## src/sv/tdss_pkg.sv

```systemverilog
package tdss_pkg;

   localparam int STATE_BITS = 8;
   localparam int NOW_BITS   = 32;
   localparam int DELAY_BITS = 32;
   localparam int CSR_BITS   = 8;

   typedef enum logic [1:0] {
      OP_STEP      = 2'd0,
      OP_INTERRUPT = 2'd1,
      OP_WRITE     = 2'd2
   } op_type;

   typedef enum logic [1:0] {
      CSR_GUARD_STATE  = 2'd0,
      CSR_TARGET_STATE = 2'd1,
      CSR_NO_TRANS     = 2'd2,
      CSR_FAILED_STATE = 2'd3
   } csr_index_type;

   localparam logic [STATE_BITS-1:0] GUARD_RESET    = 8'd0;
   localparam logic [STATE_BITS-1:0] TARGET_RESET   = 8'd0;
   localparam logic [STATE_BITS-1:0] NO_TRANS_RESET = 8'd255;
   localparam logic [STATE_BITS-1:0] FAILED_RESET   = 8'd254;

   typedef struct packed {
      logic [STATE_BITS-1:0] guard_state;
      logic [STATE_BITS-1:0] target_state;
      logic [STATE_BITS-1:0] no_trans_code;
      logic [STATE_BITS-1:0] failed_code;
   } cfg_type;

   typedef struct packed {
      logic [STATE_BITS-1:0] success;
      logic [STATE_BITS-1:0] failure;
      logic [DELAY_BITS-1:0] delay;
   } entry_type;

   typedef struct packed {
      logic [1:0]            operation;
      logic [NOW_BITS-1:0]   now_ms;
      logic                  action_result;
      logic [STATE_BITS-1:0] entry_state;
      entry_type             entry;
   } item_type;

   typedef struct packed {
      logic [STATE_BITS-1:0] state_next;
      logic                  done_next;
      logic                  load_time;
      logic                  taken;
      logic                  blocked;
      logic                  changed;
   } step_out_type;

endpackage

```

## src/sv/tdss_step.sv

```systemverilog
module tdss_step #(
   parameter int TIME_BITS = 32
) (
   input  tdss_pkg::cfg_type                cfg,
   input  tdss_pkg::item_type               item,
   input  tdss_pkg::entry_type              entry,
   input  logic [tdss_pkg::STATE_BITS-1:0]  present_state,
   input  logic                             action_done,
   input  logic [TIME_BITS-1:0]             entered_at,
   output tdss_pkg::step_out_type           step_out
);
   import tdss_pkg::*;

   localparam int CMP_BITS = (TIME_BITS > DELAY_BITS) ? TIME_BITS : DELAY_BITS;

   logic [TIME_BITS-1:0]  now_t;
   logic [TIME_BITS-1:0]  dwell;
   logic                  expired;
   logic                  want_move;
   logic [STATE_BITS-1:0] target;

   assign now_t   = TIME_BITS'(item.now_ms);
   assign dwell   = now_t - entered_at;
   assign expired = CMP_BITS'(dwell) > CMP_BITS'(entry.delay);

   always_comb begin
      step_out            = '0;
      step_out.state_next = present_state;
      step_out.done_next  = action_done;
      want_move           = 1'b0;
      target              = present_state;
      unique case (item.operation)
         OP_STEP: begin
            if (present_state == cfg.failed_code) begin
               step_out.blocked = 1'b1;
            end else if (action_done) begin
               if (expired) begin
                  if (entry.success == cfg.no_trans_code) begin
                     // repeat the action: restart the visit in place
                     step_out.load_time = 1'b1;
                     step_out.done_next = 1'b0;
                  end else begin
                     want_move = 1'b1;
                     target    = entry.success;
                  end
               end
            end else begin
               step_out.taken     = 1'b1;
               step_out.done_next = 1'b1;
               if (item.action_result) begin
                  if (entry.delay == '0) begin
                     step_out.done_next = 1'b0;
                     if (entry.success != cfg.no_trans_code) begin
                        want_move = 1'b1;
                        target    = entry.success;
                     end
                  end
               end else begin
                  want_move = 1'b1;
                  target    = entry.failure;
               end
            end
         end
         OP_INTERRUPT: begin
            if (present_state == cfg.guard_state) begin
               want_move = 1'b1;
               target    = cfg.target_state;
            end
         end
         default: begin
         end
      endcase
      // a move to the state already held changes no state and does not restart the timer
      if (want_move && (target != present_state)) begin
         step_out.state_next = target;
         step_out.load_time  = 1'b1;
         step_out.done_next  = 1'b0;
         step_out.changed    = 1'b1;
      end
   end

endmodule

```

## config.mk

```make
export PLATFORM = sky130hd
export DESIGN_NAME = tdss_step
export DESIGN_NICKNAME = d
export VERILOG_FILES = /design/src/sv/tdss_pkg.sv /design/src/sv/tdss_step.sv
export SDC_FILE = /design/constraint.sdc
export NUM_CORES = 1
export LEC_CHECK = 0
export BUFFER_PORTS_ARGS = -buffer_cell sky130_fd_sc_hd__buf_2
export CORE_UTILIZATION = 38
export DETAILED_ROUTE_END_ITERATION = 10
export PLACE_DENSITY = 0.73
export SLEW_MARGIN = 10
export SYNTH_ARGS = -nofsm -noshare
export SYNTH_HDL_FRONTEND = slang
export SYNTH_SLANG_ARGS = --single-unit
```

## constraint.sdc

```tcl
create_clock -name vclk -period 4
set_input_delay 0 -clock vclk [all_inputs]
set_output_delay 0 -clock vclk [all_outputs]
set_load 0.02 [all_outputs]
```

* Word level (Yosys, flattened, before mapping) *
Cells that the tools add are included.

cells by class
  $add $sub $neg = 1
  order comparisons = 1
  equal/unequal tests = 6
  multiplexer cells = 30
  reduce and logical (&&, ||, !) cells = 3

operators by type and width
  kind                  count
  $mux W8               8
  $gt A32 B32 Y1        1
  $logic_not A32 Y1     1
  $sub A32 B32 Y32      1
  $eq A8 B8 Y1          3
  $ne A8 B8 Y1          2
  $pmux W8 S2           1
  $mux W1               15
  $mux W10              1
  $mux W2               2
  $mux W4               1
  $mux W3               1
  $eq A2 B1 Y1 const B  1
  $logic_not A2 Y1      1
  $pmux W1 S2           1
  $logic_and A1 B1 Y1   1

storage, ports and cells
  bits in registers = 0
  input port bits = 212
  output and inout bits = 13
  logic and storage cells = 41

* Depth between registers and ports, before layout *
Gate-level depths: netlist of the first run.

  depth in word-level cells = 10
  gate-level depth with buffers = 22
  depth with buffers taken out = 22

* Worst setup path after synthesis of the first run *
Ideal clock, no wire load.

  path type = input to output
  from = input port item[57] (netlist name)
  to = output port step_out[6] (netlist name)
  arrival time = 4.472 ns
  required time = 4.000 ns
  slack = -0.472 ns
  cell stages on the path = 22
  buffers on the path = 0
  cell sequence = inv_1 ha_1 inv_1 fa_1 a211oi_2 nor2_1 o41a_1 a221o_2 o211ai_2 or2b_1 a211oi_1 nor2_1 ha_1 a21o_1 a21o_1 a211oi_1 o31ai_1 o2bb2ai_1 o211a_1 o21ai_0 a21oi_1 a221oi_1

RTL lines
  what         line             source
  from (decl)  tdss_step.sv:5   input tdss_pkg::item_type item,
  to (decl)    tdss_step.sv:10  output tdss_pkg::step_out_type step_out

==> impl_metrics.yaml, run 1 <==
final_layout:
  most-common-layout-cells: "158 x sky130_fd_sc_hd__buf_2, 79 x sky130_fd_sc_hd__inv_1, 72 x sky130_fd_sc_hd__buf_4, 60 x sky130_fd_sc_hd__ha_1, 48 x sky130_fd_sc_hd__nor2_1"
  share_of_cells_above_drive_strength_1: 0.354
  area.growth.synth_to_final_pct: 44.3
  total_area_of_multi_input_combinational_cells_um2: 3920
  final_core_util: 0.568
  most_common_cell_after_layout_fill_and_taps_aside: "sky130_fd_sc_hd__buf_2"
  nets: 1113
  seq_area_um2: 0
  seq_cell_count: 0
  antennaDiodeCount: 0
  instances_no_fill: 971
  final.fill_count: 1030
  clock_buffer_count: 0
pwr:
  cellLeakagePower_nw: 3.01
  vdd_drop_max_v: 0.000103
  p_per_cell_area_nw_per_um2: 168
logic_synthesis:
  syn_area_per_cell_um2: 6.66
  post_synth_and_or_nand_nor_area_fraction: 0.242
  yosys_warnings: 0
  share_of_the_yosys_chip_area_belonging_to_registers: 0
  post_synth_inst_count: 613
  largest_family_of_logic_cells_by_synthesized_area: "compound AO/OA/AOI/OAI gates"
  synth.lib_cells_used.distinct: 64
  yosys.area_share.xor_xnor: 0.120
  syn_area_um2: 4080
  synth_adder_area_share: 0.198
  synth.net_count: 889
  post_synth_mux_area_share: 0.0104
  synth_compound_gate_area_share: 0.335
drt:
  post_drt_wl_per_cell_um: 14.1
  drt_first_pass_iters: 5
  route.vias.total: 5344
  detail_route.wirelength_mm: 13.7
  avgViaCountPerCell: 5.50
  drc_errors: 0
  antenna_left: 0
  first_iter_violations: 380
timing:
  finalWorstPathRequiredPeriod_ps: 4670
  worst_hold_slack_ps: 393
  top_achievable_clock_speed_mhz: 214
  timing.final.ws_setup_ps: -667
  finalSetupViolations: 11
  tightestPinTransition_ps: 600
  maxSlewViolCount: 0
  setup_tns_ps: -6540
  rsz0062_at_grt: "true"
  layout_worst_path_cycle_share: 1.17
  timing.max_slew.rel_slack: 0.597
  hold_viol_final: 0
worst_setup_path:
  worst-path-stages: 26
  critical-path-max-stage-delay_ps: 390
  setup.worst_path.end_class: "output pin"
  worst_path_max_delay_cell: "sky130_fd_sc_hd__a221o_2"
  critical_path_fanout_max: 4
  required_ps: 4000
  path_buf_inv: 7
  worst-endpoint-arrival_ps: 4670
  startpoint_type: "input port"
  critPathKind: "in2out"
  critical-path-top-delay-family: "compound AO/OA/AOI/OAI gates"
floorplanning:
  core_area_um2: 10400
  vertical_die_dimension_um: 106
  boundaryPins: 225
  die_w_um: 106
  dieArea_um2: 11200
  starting_density: 0.394
  num_rows: 37
status:
  result_of_the_run: "finished with violations"
  violations: "setup timing"
global_route:
  gr-usage-all-layers: 0.239
  largest_net_degree_at_the_start_of_global_routing: 27
  grt_pass1_vias: 5080
  antenna_found_initial: 0
  grt-ovfl-total: 0
  grt_pass1_wl_mm: 22.7
place:
  dp_hpwl_mm: 11.5
  dp_worst_setup_slack_ps: -765
  placedCellCount: 965
  buffer_ports.inserted: 169
  gp_routability_congestion: 0.937
run:
  drv.max_cap_violation_count: 0
min_path:
  hold_end: "step_out[11]"
  worst_hold_startpoint: "cfg[22]"
  min_path_type: "in2out"
  min_delay_path_depth: 3
clocking:
  holdBufCountCts: 0
==> through the flow <==
stage               power [W]  instance area (um^2)
global route          0.00109                  5890
floorplan            0.000574                  4210
global placement     0.000894                  5660
CTS                  0.000972                  5870
finish               0.000987                  5890
detailed placement   0.000905                  5660
==> per-layer routing <==
layer,share of wire,track usage,wire [um]
met5,0,0,0
met4,0.013,0.0367,172
met3,0.077,0.0179,1060
met2,0.45,0.415,6220
met1,0.46,0.328,6230
==> cells in the mapped netlist (3+ instances only) <==
cell type,instances,area share
sky130_fd_sc_hd__o22ai_1,6,0.0092
sky130_fd_sc_hd__nand2_1,29,0.027
sky130_fd_sc_hd__nor2_1,49,0.045
sky130_fd_sc_hd__o211ai_1,7,0.013
sky130_fd_sc_hd__o21a_1,8,0.015
sky130_fd_sc_hd__a22oi_1,6,0.011
sky130_fd_sc_hd__nand4_1,14,0.021
sky130_fd_sc_hd__nor4_1,17,0.026
sky130_fd_sc_hd__nand3_1,15,0.018
sky130_fd_sc_hd__a31oi_1,6,0.0092
sky130_fd_sc_hd__o41ai_1,3,0.0064
sky130_fd_sc_hd__a21o_1,19,0.035
sky130_fd_sc_hd__o31ai_1,3,0.0055
sky130_fd_sc_hd__xnor2_1,35,0.075
sky130_fd_sc_hd__ha_1,63,0.19
sky130_fd_sc_hd__xor2_1,21,0.045
sky130_fd_sc_hd__a221o_1,9,0.022
sky130_fd_sc_hd__and3_1,6,0.0092
sky130_fd_sc_hd__o31a_1,7,0.015
sky130_fd_sc_hd__or3_1,5,0.0077
sky130_fd_sc_hd__a21oi_1,36,0.044
sky130_fd_sc_hd__nor3_1,22,0.027
sky130_fd_sc_hd__o21ai_0,39,0.048
sky130_fd_sc_hd__o2111ai_1,3,0.0064
sky130_fd_sc_hd__o21bai_1,3,0.0055
sky130_fd_sc_hd__nor2b_1,9,0.014
sky130_fd_sc_hd__clkbuf_1,21,0.019
sky130_fd_sc_hd__a311oi_1,3,0.0064
sky130_fd_sc_hd__a211oi_1,9,0.017
sky130_fd_sc_hd__or2_2,5,0.0077
sky130_fd_sc_hd__inv_1,81,0.074
sky130_fd_sc_hd__nand2b_1,7,0.011
sky130_fd_sc_hd__o311a_1,3,0.0074
sky130_fd_sc_hd__o311ai_0,4,0.0086
==> final cells by class <==
class,instances,share of cell area
Tap cell,136,0.0289
Inverter,82,0.0544
Multi-Input combinational cell,510,0.665
Timing Repair Buffer,243,0.251
==> power by group <==
part | switching, W | leakage [nW] | internal (W) | total (W)
Sequential | 0 | 0 | 0 | 0
Combinational | 0.000497 | 3.01 | 0.000491 | 0.000987
Clock | 0 | 0 | 0 | 0
==> worst max path at each step <==
stage | from | endpoint
final | item[57] | step_out[7]
after global placement | item[57] | step_out[5]
after global routing | item[57] | step_out[3]
after floorplan | item[57] | step_out[4]
after detailed placement | item[57] | step_out[3]
after CTS | item[57] | step_out[3]
==> repair_timing <==
action,in CTS,in global routing
setup endpoints to repair,11,11
buffers inserted,5,1
gates resized for setup,47,4
cloned,0,0
pin swaps,19,9
==> cells by family (layout without fill, tap and decap cells) <==
| group | after synthesis | in the layout |
|---|---|---|
| AND/OR/NAND/NOR | 191 | 191 |
| XOR/XNOR | 56 | 56 |
| buffers and inverters | 103 | 325 |
| AO/OA/AOI/OAI | 195 | 195 |
| multiplexers | 4 | 4 |
| adder cells (fa/ha/maj) | 64 | 64 |
Power figures use the tool's default switching activity.
==> inputs of run 2 (changes only) <==
==> constraint.sdc (replaced) <==
create_clock -name vclk -period 3.9
set_input_delay 0 -clock vclk [all_inputs]
set_output_delay 0 -clock vclk [all_outputs]
set_load 0.02 [all_outputs]
==> run 2 against run 1 <==
Against the previous run: cell area up 0.93%; the flow still finishes with violations (setup timing); largest power group unchanged; routed wire length up 0.45%; critical path type unchanged; global-route usage about the same; via count up 0.84%; non-clock buffer count up 2; utilization up 0.53 points.
==> impl_metrics.yaml, run 2 (synthesis gave the netlist of run 1 again) <==
status:
  result_of_the_run: "finished with violations"
  violations: "setup timing"
timing:
  hold_viol_final: 0
  timing.max_slew.rel_slack: 0.567
  setup_tns_ps: -8260
  layout_worst_path_cycle_share: 1.21
  top_achievable_clock_speed_mhz: 212
  finalSetupViolations: 11
  worst_hold_slack_ps: 386
  maxSlewViolCount: 0
  finalWorstPathRequiredPeriod_ps: 4710
  rsz0062_at_grt: "true"
  tightestPinTransition_ps: 644
  timing.final.ws_setup_ps: -806
min_path:
  min_path_type: "in2out"
floorplanning:
  die_w_um: 106
  vertical_die_dimension_um: 106
  core_area_um2: 10400
  dieArea_um2: 11200
  starting_density: 0.394
  boundaryPins: 225
  num_rows: 37
final_layout:
  seq_cell_count: 0
  clock_buffer_count: 0
  final.fill_count: 979
  most_common_cell_after_layout_fill_and_taps_aside: "sky130_fd_sc_hd__buf_2"
  seq_area_um2: 0
  share_of_cells_above_drive_strength_1: 0.360
  final_area_um2: 5950
  nets: 1115
  area.growth.synth_to_final_pct: 45.7
  most-common-layout-cells: "157 x sky130_fd_sc_hd__buf_2, 79 x sky130_fd_sc_hd__inv_1, 77 x sky130_fd_sc_hd__buf_4, 60 x sky130_fd_sc_hd__ha_1, 48 x sky130_fd_sc_hd__nor2_1"
  antennaDiodeCount: 0
place:
  dp_hpwl_mm: 11.5
  gp_routability_congestion: 0.938
  buffer_ports.inserted: 169
  post_place_instance_area_um2: 5660
drt:
  drt_first_pass_iters: 5
  detail_route.wirelength_mm: 13.7
  antenna_left: 0
  post_drt_wl_per_cell_um: 14.1
  route.vias.total: 5389
  avgViaCountPerCell: 5.54
  first_iter_violations: 436
  drc_errors: 0
pwr:
  cellLeakagePower_nw: 3.04
  p_per_cell_area_nw_per_um2: 174
  netSwitchingPower_w: 0.000521
  vdd_drop_max_v: 0.000121
  power_report.internal_total_w: 0.000513
  comb_power_share: 1.000
  power_frac_seq: 0
  clock_power_share: 0
  sw_frac_of_total: 0.504
global_route:
  grt_util_met2: 0.416
  grt-ovfl-total: 0
  gr-usage-all-layers: 0.239
  largest_net_degree_at_the_start_of_global_routing: 27
  use_met3: 0.0161
  grt_pass1_vias: 5079
  gr-max-usage-layer: "met2"
  grt_pass1_wl_mm: 22.8
  antenna_found_initial: 0
  use_met1: 0.333
worst_setup_path:
  setup.worst_path.end_class: "output pin"
  required_ps: 3900
  critPathKind: "in2out"
  startpoint_type: "input port"
  critical_path_fanout_max: 3
  worst-endpoint-arrival_ps: 4710
clocking:
  holdBufCountCts: 0
run:
  drv.max_cap_violation_count: 0
run 2: timing repair:
item,4_1_cts,5_1_grt
buffers inserted,5,4
setup endpoints to repair,11,11
pin swaps,17,19
resized for setup,40,16
run 2: worst paths after layout:
kind | from | to | slack, ps | cells past startpoint
setup / recovery | item[57] | step_out[11] | -810 | 26
hold / removal | cfg[22] | step_out[11] | 390 | 3
run 2: critical path: stages:
cell                       delay [ps]
sky130_fd_sc_hd__buf_8            110
sky130_fd_sc_hd__inv_12            40
sky130_fd_sc_hd__ha_4             120
sky130_fd_sc_hd__inv_2             30
sky130_fd_sc_hd__fa_2             340
sky130_fd_sc_hd__a211oi_2         240
sky130_fd_sc_hd__nor2_2            80
sky130_fd_sc_hd__o41a_1           330
sky130_fd_sc_hd__a221o_2          410
sky130_fd_sc_hd__o211ai_1         280
sky130_fd_sc_hd__a31oi_2          170
sky130_fd_sc_hd__buf_4            160
sky130_fd_sc_hd__a21oi_1          160
sky130_fd_sc_hd__xnor2_1           80
sky130_fd_sc_hd__ha_1             290
sky130_fd_sc_hd__nand3_2          120
sky130_fd_sc_hd__nor3_4           210
sky130_fd_sc_hd__a21o_1           140
sky130_fd_sc_hd__o31a_1           150
sky130_fd_sc_hd__o211ai_1         100
sky130_fd_sc_hd__buf_4            180
sky130_fd_sc_hd__buf_4            130
sky130_fd_sc_hd__o21ai_0          250
sky130_fd_sc_hd__a22oi_1          140
sky130_fd_sc_hd__a221o_1          290
sky130_fd_sc_hd__buf_6            140
run 2: final cells by class:
type / instances / area (um^2) / area share
multi-input cells: 510 / 3960 / 0.667
repair buffers: 245 / 1490 / 0.251
inverters: 82 / 320 / 0.0539
well taps: 136 / 170 / 0.0286
run 2: routing by layer:
layer,up-vias,share of wire
li1,2708,-
met1,2436,0.46
met2,230,0.46
met3,15,0.065
met4,0,0.0087
met5,-,0
run 2: per-stage QoR:
| step | utilization | power (W) | worst slack, ps | instances |
|---|---|---|---|---|
| after detailed placement | 0.545 | 0.000929 | -871 | 965 |
| after CTS | 0.563 | 0.000989 | -753 | 969 |
| final | 0.573 | 0.00103 | -806 | 973 |
| after floorplan | - | 0.000589 | -329 | 613 |
| after global routing | 0.573 | 0.00114 | -997 | 973 |
| after global placement | 0.545 | 0.000917 | -813 | 965 |
run 2: power groups by stage:
| stage | registers (W) | clock network [W] | logic [W] |
|---|---|---|---|
| after detailed placement | 0 | 0 | 0.000929 |
| after CTS | 0 | 0 | 0.000989 |
| after floorplan | 0 | 0 | 0.000589 |
| after global placement | 0 | 0 | 0.000917 |
| final | 0 | 0 | 0.00103 |
| after global routing | 0 | 0 | 0.00114 |
==> inputs of run 3 (changes only) <==
--- a/config.mk
+++ b/config.mk
@@ -5,10 +5,11 @@
 export SDC_FILE = /design/constraint.sdc
 export NUM_CORES = 1
 export LEC_CHECK = 0
+export ABC_AREA = 1
 export BUFFER_PORTS_ARGS = -buffer_cell sky130_fd_sc_hd__buf_2
 export CORE_UTILIZATION = 38
 export DETAILED_ROUTE_END_ITERATION = 10
-export PLACE_DENSITY = 0.73
+export PLACE_DENSITY = 0.7
 export SLEW_MARGIN = 10
 export SYNTH_ARGS = -nofsm -noshare
 export SYNTH_HDL_FRONTEND = slang
==> constraint.sdc (replaced) <==
create_clock -name vclk -period 6.05
set_input_delay 0 -clock vclk [all_inputs]
set_output_delay 0 -clock vclk [all_outputs]
set_load 0.02 [all_outputs]
==> run 3 against run 2 <==
Against the previous run: the flow now finishes without violations; via count shrank 13%; non-clock buffer count is 76 lower; critical path depth up 10; die area down 1.2%; setup slack improved by 2200 ps; largest power group unchanged; utilization decreased by 9.6 points; highest routed layer unchanged; first-iteration DRC count decreased by 71%; global-route usage decreased by 4.9 points; synthesized area decreased by 1.2%; final cell count increased by 3.6%.
==> impl_metrics.yaml, run 3 <==
status:
  result_of_the_run: "complete, no violations"
final_layout:
  most_common_cell_after_layout_fill_and_taps_aside: "sky130_fd_sc_hd__nand2_1"
  total_area_of_multi_input_combinational_cells_um2: 3420
  seq_cell_count: 0
  final_core_util: 0.477
  clock_buffer_count: 0
  antennaDiodeCount: 0
  seq_area_um2: 0
  area.growth.synth_to_final_pct: 22.2
  share_of_cells_above_drive_strength_1: 0.221
  most-common-layout-cells: "185 x sky130_fd_sc_hd__nand2_1, 169 x sky130_fd_sc_hd__buf_2, 128 x sky130_fd_sc_hd__inv_1, 63 x sky130_fd_sc_hd__ha_1, 57 x sky130_fd_sc_hd__nor2_1"
  nets: 1150
  final.fill_count: 1173
clocking:
  cts_setup_buffers: 0
  holdBufCountCts: 0
  postCtsResizedCells: 0
timing:
  top_achievable_clock_speed_mhz: 213
  rsz0062_at_grt: "false"
  layout_worst_path_cycle_share: 0.777
  hold_viol_final: 0
  finalSetupViolations: 0
  timing.max_slew.rel_slack: 0.576
  tightestPinTransition_ps: 634
  setup_tns_ps: 0
  maxSlewViolCount: 0
  finalWorstPathRequiredPeriod_ps: 4700
drt:
  avgViaCountPerCell: 4.67
  first_iter_violations: 127
  detail_route.wirelength_mm: 10.6
  drc_errors: 0
  post_drt_wl_per_cell_um: 10.5
  drt_first_pass_iters: 4
  antenna_left: 0
  route.vias.total: 4710
global_route:
  grt_pass1_vias: 4338
  grt-ovfl-total: 0
  antenna_found_initial: 0
  grt_util_met2: 0.384
  gr-max-usage-layer: "met2"
  grt_pass1_wl_mm: 18.0
  gr-usage-all-layers: 0.190
  largest_net_degree_at_the_start_of_global_routing: 18
  use_met1: 0.234
  use_met3: 0.00250
floorplanning:
  die_w_um: 105
  boundaryPins: 225
  num_rows: 37
  dieArea_um2: 11000
  starting_density: 0.390
  core_area_um2: 10300
  vertical_die_dimension_um: 105
worst_setup_path:
  required_ps: 6050
  worst-endpoint-arrival_ps: 4700
  setup.worst_path.end_class: "output pin"
  critical-path-max-stage-delay_ps: 390
  startpoint_type: "input port"
  worst_path_max_delay_cell: "sky130_fd_sc_hd__fa_1"
  critical-path-top-cell-by-count: "sky130_fd_sc_hd__nand2_1"
  critical_path_fanout_max: 9
  critPathKind: "in2out"
logic_synthesis:
  syn_area_um2: 4030
  post_synth_inst_count: 719
  post-synth-top-count-cell: "sky130_fd_sc_hd__nand2_1"
  syn_area_per_cell_um2: 5.61
  synth_top_cell_by_area: "sky130_fd_sc_hd__ha_1"
  synth.top_cell.area_share: 0.196
  share_of_the_yosys_chip_area_belonging_to_registers: 0
  synth.lib_cells_used.distinct: 41
  yosys_warnings: 0
  post_synth_main_area_contributors: "sky130_fd_sc_hd__ha_1 20%, sky130_fd_sc_hd__nand2_1 17%, sky130_fd_sc_hd__inv_1 12%"
  synth_cell_count_leaders: "185 x sky130_fd_sc_hd__nand2_1, 128 x sky130_fd_sc_hd__inv_1, 63 x sky130_fd_sc_hd__ha_1"
  synth.net_count: 995
place:
  gp_routability_congestion: 0.901
  buffer_ports.inserted: 169
  dp_hpwl_mm: 9.44
min_path:
  min_delay_path_depth: 3
  min_path_type: "in2out"
run:
  drv.max_cap_violation_count: 0
pwr:
  cellLeakagePower_nw: 2.94
  vdd_drop_max_v: 0.0000433
  p_per_cell_area_nw_per_um2: 96.2
## run 3: changes by cell type after synthesis, sizes merged, moves of 18 or more
cell,before,now
nand2,29,192
inv,81,131
nand3,15,48
clkbuf,21,3
o21ai,39,57
## run 3: per-layer routing
layer	vias up	share of wire
met4	0	0.0018
li1	2620	-
met1	1971	0.46
met2	117	0.50
met5	-	0
met3	2	0.037
## run 3: final timing paths
| kind | from | to | slack, ps |
|---|---|---|---|
| hold / removal | action_done | step_out[2] | 480 |
| setup / recovery | item[57] | step_out[4] | 1350 |
## run 3: area by class of cell
| cell class | count | share of cell area |
|---|---|---|
| multi-input combinational | 572 | 0.694 |
| timing repair buffer | 169 | 0.172 |
| inverter | 131 | 0.0998 |
| tap | 136 | 0.0345 |
## run 3: critical path, delay by kind of cell
kind | cells | cell delay, ps
xor gates and xnor gates | 1 | 150
adders and majority gates | 3 | 790
and+or+nand+nor | 22 | 2190
AOI/OAI and AO/OA | 6 | 1170
buffers and inverters | 4 | 360
## run 3: where the power goes
part / switching (W) / total [W] / internal [W]
logic: 0.000272 / 0.000474 / 0.000202
registers: 0 / 0 / 0
clock network: 0 / 0 / 0
total: 0.000272 / 0.000474 / 0.000202
## run 3: logic make-up (layout without fill, tap and decap cells)
family                     Yosys count  count (layout)  share of synthesized area
and+or+nand+nor                    331             331                      0.363
xor gates and xnor gates            51              51                      0.111
adders and majority gates           64              64                      0.200
AOI/OAI and AO/OA                  126             126                      0.173
buffers and inverters              147             300                      0.152
## run 3: stage by stage
step | power (W) | area (um^2) | setup WS [ps] | hold WS [ps] | cells
after detailed placement | 0.000477 | 4930 | 1300 | 475 | 1008
after floorplan | 0.000349 | 4030 | 2040 | 275 | 719
final | 0.000474 | 4930 | 1350 | 475 | 1008
after global placement | 0.000472 | 4930 | 1310 | 476 | 1008
after CTS | 0.000480 | 4930 | 1290 | 477 | 1008
after global routing | 0.000553 | 4930 | 805 | 536 | 1008
